**src/hdl/bve_pkg.sv**
```systemverilog
`default_nettype none

package bve_pkg;

    localparam int NUM_VECTORS_DEF = 4;
    localparam int VECTOR_BITS_DEF = 256;
    localparam int WORD_BITS_DEF   = 64;

    localparam int WIDX_W = 9;
    localparam int VIDX_W = 4;

    localparam logic [4:0] CMD_CLEAR  = 5'd0;
    localparam logic [4:0] CMD_SET    = 5'd1;
    localparam logic [4:0] CMD_UNSET  = 5'd2;
    localparam logic [4:0] CMD_TOGGLE = 5'd3;
    localparam logic [4:0] CMD_TEST   = 5'd4;
    localparam logic [4:0] CMD_COUNT  = 5'd5;
    localparam logic [4:0] CMD_EMPTY  = 5'd6;
    localparam logic [4:0] CMD_FULL   = 5'd7;
    localparam logic [4:0] CMD_EQUAL  = 5'd8;
    localparam logic [4:0] CMD_NOT    = 5'd9;
    localparam logic [4:0] CMD_OR     = 5'd10;
    localparam logic [4:0] CMD_XOR    = 5'd11;
    localparam logic [4:0] CMD_AND    = 5'd12;
    localparam logic [4:0] CMD_DIFF   = 5'd13;
    localparam logic [4:0] CMD_LSHIFT = 5'd14;
    localparam logic [4:0] CMD_RSHIFT = 5'd15;
    localparam logic [4:0] CMD_COPY   = 5'd16;

    localparam logic [1:0] WR_ZERO = 2'd0;
    localparam logic [1:0] WR_BUF  = 2'd1;
    localparam logic [1:0] WR_BIT  = 2'd2;
    localparam logic [1:0] WR_MASK = 2'd3;

    localparam logic [1:0] VS_A  = 2'd0;
    localparam logic [1:0] VS_D  = 2'd1;
    localparam logic [1:0] VS_SW = 2'd2;
    localparam logic [1:0] VS_RD = 2'd3;

    typedef struct packed {
        logic [4:0] cmd;
        logic [7:0] bit_index;
        logic [1:0] src_a;
        logic [1:0] src_b;
        logic [1:0] dest;
        logic [8:0] shift_count;
    } t_req;

    typedef struct packed {
        logic       flag;
        logic [8:0] pop_count;
        logic       status;
    } t_rsp;

    typedef struct packed {
        logic              ld;
        logic              rd_en;
        logic              rd_sw;
        logic [WIDX_W-1:0] word;
        logic [VIDX_W-1:0] sw_vec;
        logic              acc_en;
        logic              sh_en;
        logic              bit_en;
        logic              wr_en;
        logic [1:0]        wr_src;
        logic [1:0]        wr_vsel;
        logic              out_ld;
    } t_dp_cmd;

    typedef struct packed {
        logic              idx_bad;
        logic [WIDX_W-1:0] bit_word;
    } t_dp_stat;

endpackage

`default_nettype wire

```
**src/hdl/bve_ctrl.sv**
```systemverilog
`default_nettype none

module bve_ctrl
    import bve_pkg::*;
#(
    parameter int NUM_VECTORS = NUM_VECTORS_DEF,
    parameter int VECTOR_BITS = VECTOR_BITS_DEF,
    parameter int WORD_BITS   = WORD_BITS_DEF
) (
    input  wire        i_clk,
    input  wire        i_rst_n,
    input  wire        i_req_valid,
    output logic       o_req_ready,
    input  wire  [4:0] i_cmd,
    input  wire        i_cfg_valid,
    output logic       o_cfg_ready,
    output logic       o_rsp_valid,
    input  wire        i_rsp_ready,
    input  t_dp_stat   i_stat,
    output t_dp_cmd    o_cmd
);

    localparam int NWORDS = (VECTOR_BITS + WORD_BITS - 1) / WORD_BITS;
    localparam int WIW    = (NWORDS > 1) ? $clog2(NWORDS) : 1;
    localparam int VW     = $clog2(NUM_VECTORS);

    localparam logic [3:0] S_INIT   = 4'd0;
    localparam logic [3:0] S_IDLE   = 4'd1;
    localparam logic [3:0] S_DISP   = 4'd2;
    localparam logic [3:0] S_BITRD  = 4'd3;
    localparam logic [3:0] S_BITWR  = 4'd4;
    localparam logic [3:0] S_READ   = 4'd5;
    localparam logic [3:0] S_DRAIN  = 4'd6;
    localparam logic [3:0] S_SHIFT  = 4'd7;
    localparam logic [3:0] S_WRITE  = 4'd8;
    localparam logic [3:0] S_DONE   = 4'd9;
    localparam logic [3:0] S_MSWEEP = 4'd10;
    localparam logic [3:0] S_MDRAIN = 4'd11;

    logic [3:0]     r_state, n_state;
    logic [WIW-1:0] r_w, n_w;
    logic [VW-1:0]  r_v, n_v;
    logic [4:0]     r_cmd, n_cmd;
    logic           r_rd_pend;
    logic           r_out_valid, n_out_valid;
    logic           w_last, v_last, cmd_bit;

    assign w_last  = (r_w == WIW'(NWORDS - 1));
    assign v_last  = (r_v == VW'(NUM_VECTORS - 1));
    assign cmd_bit = (r_cmd == CMD_SET) || (r_cmd == CMD_UNSET) ||
                     (r_cmd == CMD_TOGGLE) || (r_cmd == CMD_TEST);

    assign o_req_ready = (r_state == S_IDLE) && !i_cfg_valid;
    assign o_cfg_ready = (r_state == S_INIT) || (r_state == S_IDLE);
    assign o_rsp_valid = r_out_valid;

    always_comb begin
        n_state     = r_state;
        n_w         = r_w;
        n_v         = r_v;
        n_cmd       = r_cmd;
        n_out_valid = (r_out_valid && !i_rsp_ready);
        o_cmd         = '0;
        o_cmd.word    = WIDX_W'(r_w);
        o_cmd.sw_vec  = VIDX_W'(r_v);
        o_cmd.wr_src  = WR_ZERO;
        o_cmd.wr_vsel = VS_SW;
        unique case (r_state)
            S_INIT: begin
                o_cmd.wr_en = 1'b1;
                n_w = w_last ? '0 : r_w + 1'b1;
                if (w_last) begin
                    n_v = v_last ? '0 : r_v + 1'b1;
                    if (v_last) begin
                        n_state = S_IDLE;
                    end
                end
            end
            S_IDLE: begin
                n_w = '0;
                n_v = '0;
                if (i_cfg_valid) begin
                    n_state = S_MSWEEP;
                end else if (i_req_valid) begin
                    o_cmd.ld = 1'b1;
                    n_cmd    = i_cmd;
                    n_state  = S_DISP;
                end
            end
            S_DISP: begin
                if (cmd_bit) begin
                    n_state = i_stat.idx_bad ? S_DONE : S_BITRD;
                end else if (r_cmd == CMD_CLEAR) begin
                    n_state = S_WRITE;
                end else if (r_cmd >= CMD_COUNT && r_cmd <= CMD_COPY) begin
                    n_state = S_READ;
                end else begin
                    n_state = S_DONE;
                end
            end
            S_BITRD: begin
                o_cmd.rd_en = 1'b1;
                o_cmd.word  = i_stat.bit_word;
                n_state     = S_BITWR;
            end
            S_BITWR: begin
                o_cmd.bit_en  = 1'b1;
                o_cmd.wr_en   = (r_cmd != CMD_TEST);
                o_cmd.wr_src  = WR_BIT;
                o_cmd.wr_vsel = VS_RD;
                n_state       = S_DONE;
            end
            S_READ: begin
                o_cmd.rd_en  = 1'b1;
                o_cmd.acc_en = r_rd_pend;
                n_w = w_last ? '0 : r_w + 1'b1;
                if (w_last) begin
                    n_state = S_DRAIN;
                end
            end
            S_DRAIN: begin
                o_cmd.acc_en = 1'b1;
                if (r_cmd <= CMD_EQUAL) begin
                    n_state = S_DONE;
                end else if (r_cmd == CMD_LSHIFT || r_cmd == CMD_RSHIFT) begin
                    n_state = S_SHIFT;
                end else begin
                    n_state = S_WRITE;
                end
            end
            S_SHIFT: begin
                o_cmd.sh_en = 1'b1;
                n_state     = S_WRITE;
            end
            S_WRITE: begin
                o_cmd.wr_en   = 1'b1;
                o_cmd.wr_src  = (r_cmd == CMD_CLEAR) ? WR_ZERO : WR_BUF;
                o_cmd.wr_vsel = (r_cmd == CMD_CLEAR) ? VS_A : VS_D;
                n_w = w_last ? '0 : r_w + 1'b1;
                if (w_last) begin
                    n_state = S_DONE;
                end
            end
            S_DONE: begin
                if (!r_out_valid || i_rsp_ready) begin
                    o_cmd.out_ld = 1'b1;
                    n_out_valid  = 1'b1;
                    n_state      = S_IDLE;
                end
            end
            S_MSWEEP: begin
                o_cmd.rd_en   = 1'b1;
                o_cmd.rd_sw   = 1'b1;
                o_cmd.wr_en   = r_rd_pend;
                o_cmd.wr_src  = WR_MASK;
                o_cmd.wr_vsel = VS_RD;
                n_w = w_last ? '0 : r_w + 1'b1;
                if (w_last) begin
                    n_v = v_last ? '0 : r_v + 1'b1;
                    if (v_last) begin
                        n_state = S_MDRAIN;
                    end
                end
            end
            S_MDRAIN: begin
                o_cmd.wr_en   = 1'b1;
                o_cmd.wr_src  = WR_MASK;
                o_cmd.wr_vsel = VS_RD;
                n_state       = S_IDLE;
            end
            default: begin
                n_state = S_IDLE;
            end
        endcase
    end

    always_ff @(posedge i_clk) begin
        if (!i_rst_n) begin
            r_state     <= S_INIT;
            r_w         <= '0;
            r_v         <= '0;
            r_cmd       <= CMD_CLEAR;
            r_rd_pend   <= 1'b0;
            r_out_valid <= 1'b0;
        end else begin
            r_state     <= n_state;
            r_w         <= n_w;
            r_v         <= n_v;
            r_cmd       <= n_cmd;
            r_rd_pend   <= o_cmd.rd_en;
            r_out_valid <= n_out_valid;
        end
    end

endmodule

`default_nettype wire

```
**config.mk**
```make
export PLATFORM = sky130hd
export DESIGN_NAME = bve_ctrl
export DESIGN_NICKNAME = d
export VERILOG_FILES = /design/src/hdl/bve_pkg.sv /design/src/hdl/bve_ctrl.sv
export SDC_FILE = /design/constraint.sdc
export NUM_CORES = 1
export LEC_CHECK = 0
export BUFFER_PORTS_ARGS = -buffer_cell sky130_fd_sc_hd__buf_2
export CORE_MARGIN = 2
export CORE_UTILIZATION = 49
export DETAILED_ROUTE_END_ITERATION = 10
export PLACE_DENSITY_LB_ADDON = 0.3
export SLEW_MARGIN = 20
export SYNTH_ARGS = -nofsm -noshare
export SYNTH_HDL_FRONTEND = slang
export SYNTH_SLANG_ARGS = --single-unit
```
**constraint.sdc**
```tcl
create_clock -name i_clk -period 2.2 [get_ports i_clk]
set_input_delay 0.33 -clock i_clk [delete_from_list [all_inputs] [get_ports i_clk]]
set_output_delay 0.33 -clock i_clk [all_outputs]
set_load 0.02 [all_outputs]
```
==> results of run 1 <==
## metrics by stage
stage,power [mW],setup slack (ns),cells,util
3_3_place_gp,1.144,0.3943,237,0.6009
3_5_place_dp,1.176,0.2968,237,0.6009
6_report,1.349,0.1627,241,0.6157
4_1_cts,1.339,0.07979,241,0.6121
2_1_floorplan,0.9915,0.3079,171,-
5_1_grt,1.465,0.05443,241,0.6157
## critical path, cell delays in order, from the launching register on
cell     delay (ns)
dfxtp_2        0.48
or4bb_1        0.57
and2b_1        0.21
buf_2          0.15
## final cells by class
cell class	count	area, um^2
Timing Repair Buffer	51	270.3
Inverter	7	26.28
Clock buffer	4	26.28
Multi-Input combinational cell	134	848.3
Fill cell	248	943.4
Sequential cell	15	302.8
Tap cell	30	37.54
## routing by layer
layer,global-route usage,wire length [um],vias up
met5,0,0,-
met4,0.08750,41,0
met3,0.02459,291,4
met2,0.3916,1511,76
met1,0.3139,1394,624
li1,-,-,682
## state kept, by name, indices dropped and copies added (netlist names)
register	count
o_rsp_valid	1
r_cmd	5
r_rd_pend	1
r_state	4
r_v	2
r_w	2
## power breakdown
part / internal, mW / switching [mW] / total [mW]
logic: 0.325 / 0.444 / 0.769
registers: 0.326 / 0.0909 / 0.417
clock network: 0.0705 / 0.0926 / 0.163
## placed cells by master, fill, tap and decap left out, types with 3 or more instances in the layout
master / Yosys / layout
and2_1: 8 / 8
a211oi_1: 4 / 4
nand2_1: 22 / 22
clkbuf_4: 0 / 3
a21oi_1: 5 / 5
buf_4: 2 / 6
nand2b_1: 8 / 8
nor2_1: 11 / 11
buf_2: 5 / 45
nand3_1: 8 / 8
nor2b_1: 9 / 9
nand4_1: 4 / 4
inv_1: 7 / 7
dfxtp_1: 15 / 13
o21ai_0: 9 / 9
a21boi_0: 6 / 6
## what timing repair did
action	4_1_cts	5_1_grt
setup endpoints to repair	1	7
pin swaps	0	0
gates resized for setup	1	3
## worst paths after layout
path | slack (ns) | endpoint | from | depth (start not counted)
hold reg to reg | 0.51 | r_v[0] | r_v[0] | 2
hold / removal | 0.29 | r_cmd[1] | i_cmd[1] | 3
setup / recovery | 0.16 | o_cmd[0] | r_state[3] | 3
setup reg to reg | 0.41 | r_state[3] | r_state[3] | 5
## kinds of logic (layout without fill, tap and decap cells)
family / count (synthesis) / count (layout)
other: 1 / 2
multiplexers: 3 / 3
adder cells (fa/ha/maj): 2 / 2
buffers and inverters: 22 / 62
AO/OA/AOI/OAI: 42 / 42
AND/OR/NAND/NOR: 85 / 85
flip-flops: 15 / 15
==> results.sh, run 1 <==
export IMPL_place_area_um2=1475
export IMPL_design_area_um2=1511
export IMPL_synthCells=170
export IMPL_synthMostInstantiatedCell="nand2_1"
export IMPL_muxShareOfSynthArea=0.02505
export IMPL_ir_worst_vdd_mv=0.6143
export IMPL_status="finished, final reports clean"
export IMPL_vias_per_cell=5.751
export IMPL_htree_num_levels=1
export IMPL_yosys_area_top_type_share=0.2405
export IMPL_power_density_nw_per_um2=892.3
export IMPL_yosys_warnings=0
export IMPL_overflow=0
export IMPL_syn_to_final_growth_pct=21.04
export IMPL_wl_per_cell_um=13.44
export IMPL_startpoint_type="flip-flop"
export IMPL_die_area_um2=2968
export IMPL_tritoncts="done"
export IMPL_dp_hpwl_mm=2.546
export IMPL_crit_type="reg -> out"
export IMPL_first_global_vias=1149
export IMPL_synth_simple_area_share=0.3697
export IMPL_drive_gt1_frac=0.2986
export IMPL_die_height_um=54.48
export IMPL_crit_required_ns=1.87
export IMPL_synthAdderAreaFrac=0.02004
export IMPL_drtPass1Iterations=4
export IMPL_synth_top_family_by_area="simple AND/OR/NAND/NOR gates"
export IMPL_n_antenna_cell=0
export IMPL_pin_count=48
export IMPL_min_period_ns=2.037
export IMPL_synth_compound_area_frac=0.2525
export IMPL_hold_path_class="in -> reg"
export IMPL_synth_edf_count=0
export IMPL_avgSynthCellArea_um2=7.345
export IMPL_setup_tns_ns=0
export IMPL_drtIter0Drc=61
export IMPL_ys_dominant_reg_cell="dfxtp_1"
export IMPL_holdWs_ns=0.2919
export IMPL_drc=0
export IMPL_yosysTopAreaCell="dfxtp_1"
export IMPL_antenna_left=0
export IMPL_core_um2=2455
export IMPL_start_util=0.5087
export IMPL_grt_pass1_wl_mm=5.037
export IMPL_async_flop_share=0
export IMPL_crit_path_max_fanout=16
export IMPL_synth_seq_area_share=0.2405
export IMPL_p_leak_nw=0.6914
export IMPL_clockRootBuffer="clkbuf_4"
export IMPL_fin_worst_skew_ns=0.0009743
export IMPL_vias=1386
export IMPL_numCtsBuffers=3
export IMPL_dieWidth_um=54.48
export IMPL_synth_cell_type_count=44
export IMPL_netlist_area_um2=1249
export IMPL_rsz0062_at_grt="false"
export IMPL_postCtsSetupBuffers=0
export IMPL_synth_xor_area_frac=0
export IMPL_synth_common_cells="nand2_1, dfxtp_1, nor2_1"
export IMPL_cp_arrival_ns=1.71
export IMPL_gp_congestion=0.8689
export IMPL_clock_sinks=15
export IMPL_end_kind="output port"
export IMPL_cap_violations=0
export IMPL_final_hold_viol_count=0
export IMPL_ctsHoldBuffers=0
export IMPL_grt_start_max_net_pins=18
export IMPL_cts_path_max_buffers=2
export IMPL_finalNetCount=234
export IMPL_setup_violations=0
export IMPL_rows=18
export IMPL_clk_pin_slew_ns=0.09
export IMPL_clk_latency_ns=0.29
export IMPL_wl_mm=3.238
export IMPL_max_clock_freq_ghz=0.4908
export IMPL_antenna_found_initial=0
export IMPL_fin_crit_sh=0.9261
export IMPL_io_buffers=45
export IMPL_slew_viol_final=0
export IMPL_yosys_top_cells_area="dfxtp_1, nand2_1, nor2b_1"
export IMPL_grt_use_total=0.2359
export IMPL_synth_seq_cells=15
Power figures use the tool's default switching activity.
==> inputs of run 2 (changes only) <==
--- a/config.mk
+++ b/config.mk
@@ -6,7 +6,6 @@
 export NUM_CORES = 1
 export LEC_CHECK = 0
 export BUFFER_PORTS_ARGS = -buffer_cell sky130_fd_sc_hd__buf_2
-export CORE_MARGIN = 2
 export CORE_UTILIZATION = 49
 export DETAILED_ROUTE_END_ITERATION = 10
 export PLACE_DENSITY_LB_ADDON = 0.3
==> results.sh, run 2 (synthesis gave the netlist of run 1 again) <==
export IMPL_final_util=0.6563
export IMPL_io_buffers=45
export IMPL_crit_required_ns=1.87
export IMPL_fin_worst_skew_ns=0.002134
export IMPL_grt_pass1_wl_mm=5.313
export IMPL_fin_crit_sh=0.9314
export IMPL_top_regs="r_cmd x5, r_state x4"
export IMPL_drc=0
export IMPL_use_met1=0.3380
export IMPL_finalNetCount=234
export IMPL_numCtsBuffers=3
export IMPL_slew_viol_final=0
export IMPL_status="finished, final reports clean"
export IMPL_clock_sinks=15
export IMPL_startpoint_type="flip-flop"
export IMPL_setup_tns_ns=0
export IMPL_wl_per_cell_um=13.33
export IMPL_die_height_um=52.48
export IMPL_htree_num_levels=1
export IMPL_cts_path_max_buffers=2
export IMPL_final_common_cell="buf_2"
export IMPL_first_global_vias=1221
export IMPL_regMostFlops="r_cmd"
export IMPL_hold_depth=3
export IMPL_antenna_left=0
export IMPL_max_clock_freq_ghz=0.4880
export IMPL_end_kind="output port"
export IMPL_p_leak_nw=0.6910
export IMPL_drtPass1Iterations=5
export IMPL_cp_arrival_ns=1.72
export IMPL_regArea_um2=301.5
export IMPL_n_antenna_cell=0
export IMPL_syn_to_final_growth_pct=20.74
export IMPL_r2r_start="r_state[1]"
export IMPL_design_area_um2=1508
export IMPL_dieWidth_um=52.48
export IMPL_holdPathEnd="r_cmd[2]"
export IMPL_cap_violations=0
export IMPL_fillers=223
export IMPL_place_area_um2=1473
export IMPL_final_cell_mix="buf_2, nand2_1, dfxtp_1, nor2_1"
export IMPL_min_period_ns=2.049
export IMPL_rsz0062_at_grt="false"
export IMPL_vias=1381
export IMPL_power_density_nw_per_um2=895.1
export IMPL_clk_latency_ns=0.29
export IMPL_min_from="i_cmd[2]"
export IMPL_grt_use_total=0.2613
export IMPL_drive_gt1_frac=0.2938
export IMPL_vias_per_cell=5.778
export IMPL_crit_path_max_fanout=16
export IMPL_antenna_found_initial=0
export IMPL_pin_count=48
export IMPL_overflow=0
export IMPL_hold_path_class="in -> reg"
export IMPL_use_met2=0.4451
export IMPL_rows=17
export IMPL_final_hold_viol_count=0
export IMPL_worstRegToRegCells=6
export IMPL_busiest_layer="met2"
export IMPL_clk_pin_slew_ns=0.09
export IMPL_multi_input_area_um2=848.3
export IMPL_tritoncts="done"
export IMPL_crit_type="reg -> out"
export IMPL_clockRootBuffer="clkbuf_4"
export IMPL_start_util=0.5436
export IMPL_die_area_um2=2754
export IMPL_r2r_slack_ns=0.41
export IMPL_grt_start_max_net_pins=22
export IMPL_ctsHoldBuffers=0
export IMPL_met3_usage=0.03768
export IMPL_gp_congestion=0.8853
export IMPL_dp_hpwl_mm=2.482
export IMPL_core_um2=2297
export IMPL_wl_mm=3.187
export IMPL_ir_worst_vdd_mv=0.6359
export IMPL_reg2reg_to="r_state[3]"
export IMPL_drtIter0Drc=65
export IMPL_setup_violations=0
export IMPL_largest_reg_flops=5
-- run 2: changes by cell type in the layout (fill, tap and decap cells not counted) --
cell     previous run  this run
dfxtp_1            13        14
dfxtp_2             2         1
-- run 2: cell type report --
class                   count  share of cell area
inverters                   7             0.01743
repair buffers             51              0.1793
multi-input cells         134              0.5627
clock buffers               4             0.01743
well taps                  28             0.02324
flip-flops and latches     15              0.2000
-- run 2: worst max-delay path by stage --
stage | from | end | slack, ns
2_1_floorplan | r_state[2] | o_cmd[1] | 0.31
4_1_cts | r_cmd[1] | o_cmd[3] | 0.09
3_3_place_gp | r_state[3] | o_cmd[0] | 0.38
3_5_place_dp | r_state[3] | o_cmd[1] | 0.32
5_1_grt | r_state[3] | o_cmd[0] | 0.05
6_report | r_state[3] | o_cmd[0] | 0.15
-- run 2: critical path, stage by stage (launching register included) --
cell,delay (ns)
dfxtp_2,0.49
or4bb_1,0.57
and2b_1,0.22
buf_2,0.15
-- run 2: report_power, final --
group,internal (mW),switching (mW),total [mW]
combinational,0.324,0.452,0.776
sequential,0.324,0.0838,0.408
clock,0.0705,0.0950,0.166
total,0.719,0.631,1.35
-- run 2: routing by layer --
layer	vias up	share of wire
met5	-	0
met4	0	0.015
met3	6	0.080
met2	77	0.45
met1	606	0.45
li1	692	-
-- run 2: repair_timing --
item / in CTS / in global routing
resized for setup: 1 / 2
buffers inserted: 0 / 0
setup endpoints to repair: 1 / 2
gates cloned: 0 / 0
-- run 2: stage by stage --
step	hold slack (ns)	power [mW]	setup WS [ns]	cells
after floorplan	0.4838	0.9915	0.3079	171
after CTS	0.2912	1.334	0.08674	239
final	0.2935	1.350	0.1509	239
after detailed placement	0.4855	1.167	0.3196	235
after global placement	0.4636	1.141	0.3847	235
after global routing	0.2948	1.457	0.05002	239
==> inputs of run 3 (changes only) <==
--- a/config.mk
+++ b/config.mk
@@ -6,7 +6,8 @@
 export NUM_CORES = 1
 export LEC_CHECK = 0
 export BUFFER_PORTS_ARGS = -buffer_cell sky130_fd_sc_hd__buf_2
-export CORE_UTILIZATION = 49
+export CORE_UTILIZATION = 54
+export CTS_BUF_LIST = sky130_fd_sc_hd__clkbuf_8
 export DETAILED_ROUTE_END_ITERATION = 10
 export PLACE_DENSITY_LB_ADDON = 0.3
 export SLEW_MARGIN = 20
==> constraint.sdc (replaced) <==
create_clock -name i_clk -period 2.4 [get_ports i_clk]
set_input_delay 0.36 -clock i_clk [delete_from_list [all_inputs] [get_ports i_clk]]
set_output_delay 0.36 -clock i_clk [all_outputs]
set_load 0.01 [all_outputs]
==> results.sh, run 3 (synthesis gave the netlist of run 1 again) <==
export IMPL_max_clock_freq_ghz=0.4446
export IMPL_ir_worst_vdd_mv=0.6413
export IMPL_antenna_found_initial=0
export IMPL_cp_arrival_ns=1.89
export IMPL_pwr_share_comb=0.517
export IMPL_overflow=0
export IMPL_drtPass1Iterations=4
export IMPL_pin_count=48
export IMPL_hold_path_class="in -> reg"
export IMPL_p_total_mw=1.212
export IMPL_grt_start_max_net_pins=19
export IMPL_first_global_vias=1107
export IMPL_cts_path_max_buffers=2
export IMPL_min_period_ns=2.249
export IMPL_fillers=198
export IMPL_die_height_um=50.09
export IMPL_status="finished, final reports clean"
export IMPL_regMostFlops="r_cmd"
export IMPL_final_cell_mix="buf_2, nand2_1, dfxtp_1, nor2_1"
export IMPL_fin_crit_sh=0.9371
export IMPL_wl_per_cell_um=13.14
export IMPL_rows=17
export IMPL_power_switching_share=0.4368
export IMPL_htree_num_levels=1
export IMPL_grt_pass1_wl_mm=4.988
export IMPL_drc=0
export IMPL_worstRegToRegCells=5
export IMPL_clock_sinks=15
export IMPL_slew_viol_final=0
export IMPL_crit_type="reg -> out"
export IMPL_start_util=0.5700
export IMPL_setup_violations=0
export IMPL_fin_worst_skew_ns=0.0009197
export IMPL_n_antenna_cell=0
export IMPL_largest_reg_flops=5
export IMPL_p_int_mw=0.6824
export IMPL_drtIter0Drc=47
export IMPL_end_kind="output port"
export IMPL_pwr_share_clk=0.166
export IMPL_tightest_slew_ns=0.5143
export IMPL_dp_hpwl_mm=2.375
export IMPL_p_seq_frac=0.318
export IMPL_drive_gt1_frac=0.2692
export IMPL_clk_pin_slew_ns=0.06
export IMPL_vias=1381
export IMPL_p_sw_mw=0.5293
export IMPL_clockRootBuffer="clkbuf_8"
export IMPL_crit_required_ns=2.04
export IMPL_vias_per_cell=5.852
export IMPL_grt_use_total=0.2583
export IMPL_dieWidth_um=50.09
export IMPL_finalNetCount=231
export IMPL_die_area_um2=2509
export IMPL_final_hold_viol_count=0
export IMPL_postCtsSetupBuffers=0
export IMPL_startpoint_type="flip-flop"
export IMPL_clk_latency_ns=0.25
export IMPL_cap_violations=0
export IMPL_crit_path_max_fanout=18
export IMPL_cts_resized=0
export IMPL_gp_congestion=0.8698
export IMPL_p_leak_nw=0.6860
export IMPL_setup_tns_ns=0
export IMPL_tritoncts="done"
export IMPL_hold_depth=3
export IMPL_ctsHoldBuffers=0
export IMPL_wl_mm=3.100
export IMPL_io_buffers=45
export IMPL_numCtsBuffers=3
export IMPL_syn_to_final_growth_pct=19.74
export IMPL_power_density_nw_per_um2=810.4
export IMPL_top_regs="r_cmd x5, r_state x4"
export IMPL_core_um2=2191
export IMPL_antenna_left=0
export IMPL_rsz0062_at_grt="false"
export IMPL_slew_headroom=0.6567
export IMPL_final_common_cell="buf_2"
## run 3: power groups by stage
| stage | combinational, mW | sequential (mW) | clock, mW |
|---|---|---|---|
| after floorplan | 0.527 | 0.336 | 0 |
| after global placement | 0.590 | 0.383 | 0 |
| after detailed placement | 0.616 | 0.388 | 0 |
| after CTS | 0.622 | 0.382 | 0.205 |
| after global routing | 0.689 | 0.395 | 0.219 |
| final | 0.626 | 0.385 | 0.201 |
## run 3: through the flow
step / util / instances / setup WS (ns) / area [um^2] / hold slack (ns)
after floorplan: - / 171 / 0.6902 / 1252 / 0.4848
after global placement: 0.6619 / 232 / 0.5530 / 1450 / 0.4634
after detailed placement: 0.6619 / 232 / 0.4385 / 1450 / 0.4877
after CTS: 0.6825 / 236 / 0.1657 / 1495 / 0.3747
after global routing: 0.6825 / 236 / 0.001323 / 1495 / 0.3820
final: 0.6825 / 236 / 0.1509 / 1495 / 0.3782
## run 3: path summary, 6_finish.rpt
kind	from	end	slack, ns
hold reg to reg	r_v[1]	r_v[1]	0.49
hold / removal	i_cmd[1]	r_cmd[1]	0.38
setup reg to reg	r_state[1]	r_state[3]	0.42
setup / recovery	r_state[1]	o_cmd[24]	0.15
## run 3: final cells by class
| cell class | count | area, um^2 | area share |
|---|---|---|---|
| Multi-Input combinational cell | 134 | 840.8 | 0.5623 |
| Sequential cell | 15 | 300.3 | 0.2008 |
| Timing Repair Buffer | 48 | 247.7 | 0.1657 |
| Clock buffer | 3 | 41.29 | 0.02762 |
| Tap cell | 28 | 35.03 | 0.02343 |
| Inverter | 7 | 26.28 | 0.01757 |
| Clock inverter | 1 | 3.754 | 0.002510 |
## run 3: critical path: stages, from the launching register on
cell	delay, ns
dfxtp_1	0.47
or2_1	0.41
nor3_4	0.34
nand2_1	0.22
inv_1	0.09
buf_2	0.12
## run 3: per-layer routing
layer | GRT usage | wire length, um | part of all wire
met3 | 0.03704 | 180 | 0.058
met2 | 0.4067 | 1515 | 0.49
met5 | 0 | 0 | 0
met4 | 0.1095 | 18 | 0.0058
met1 | 0.3457 | 1386 | 0.45
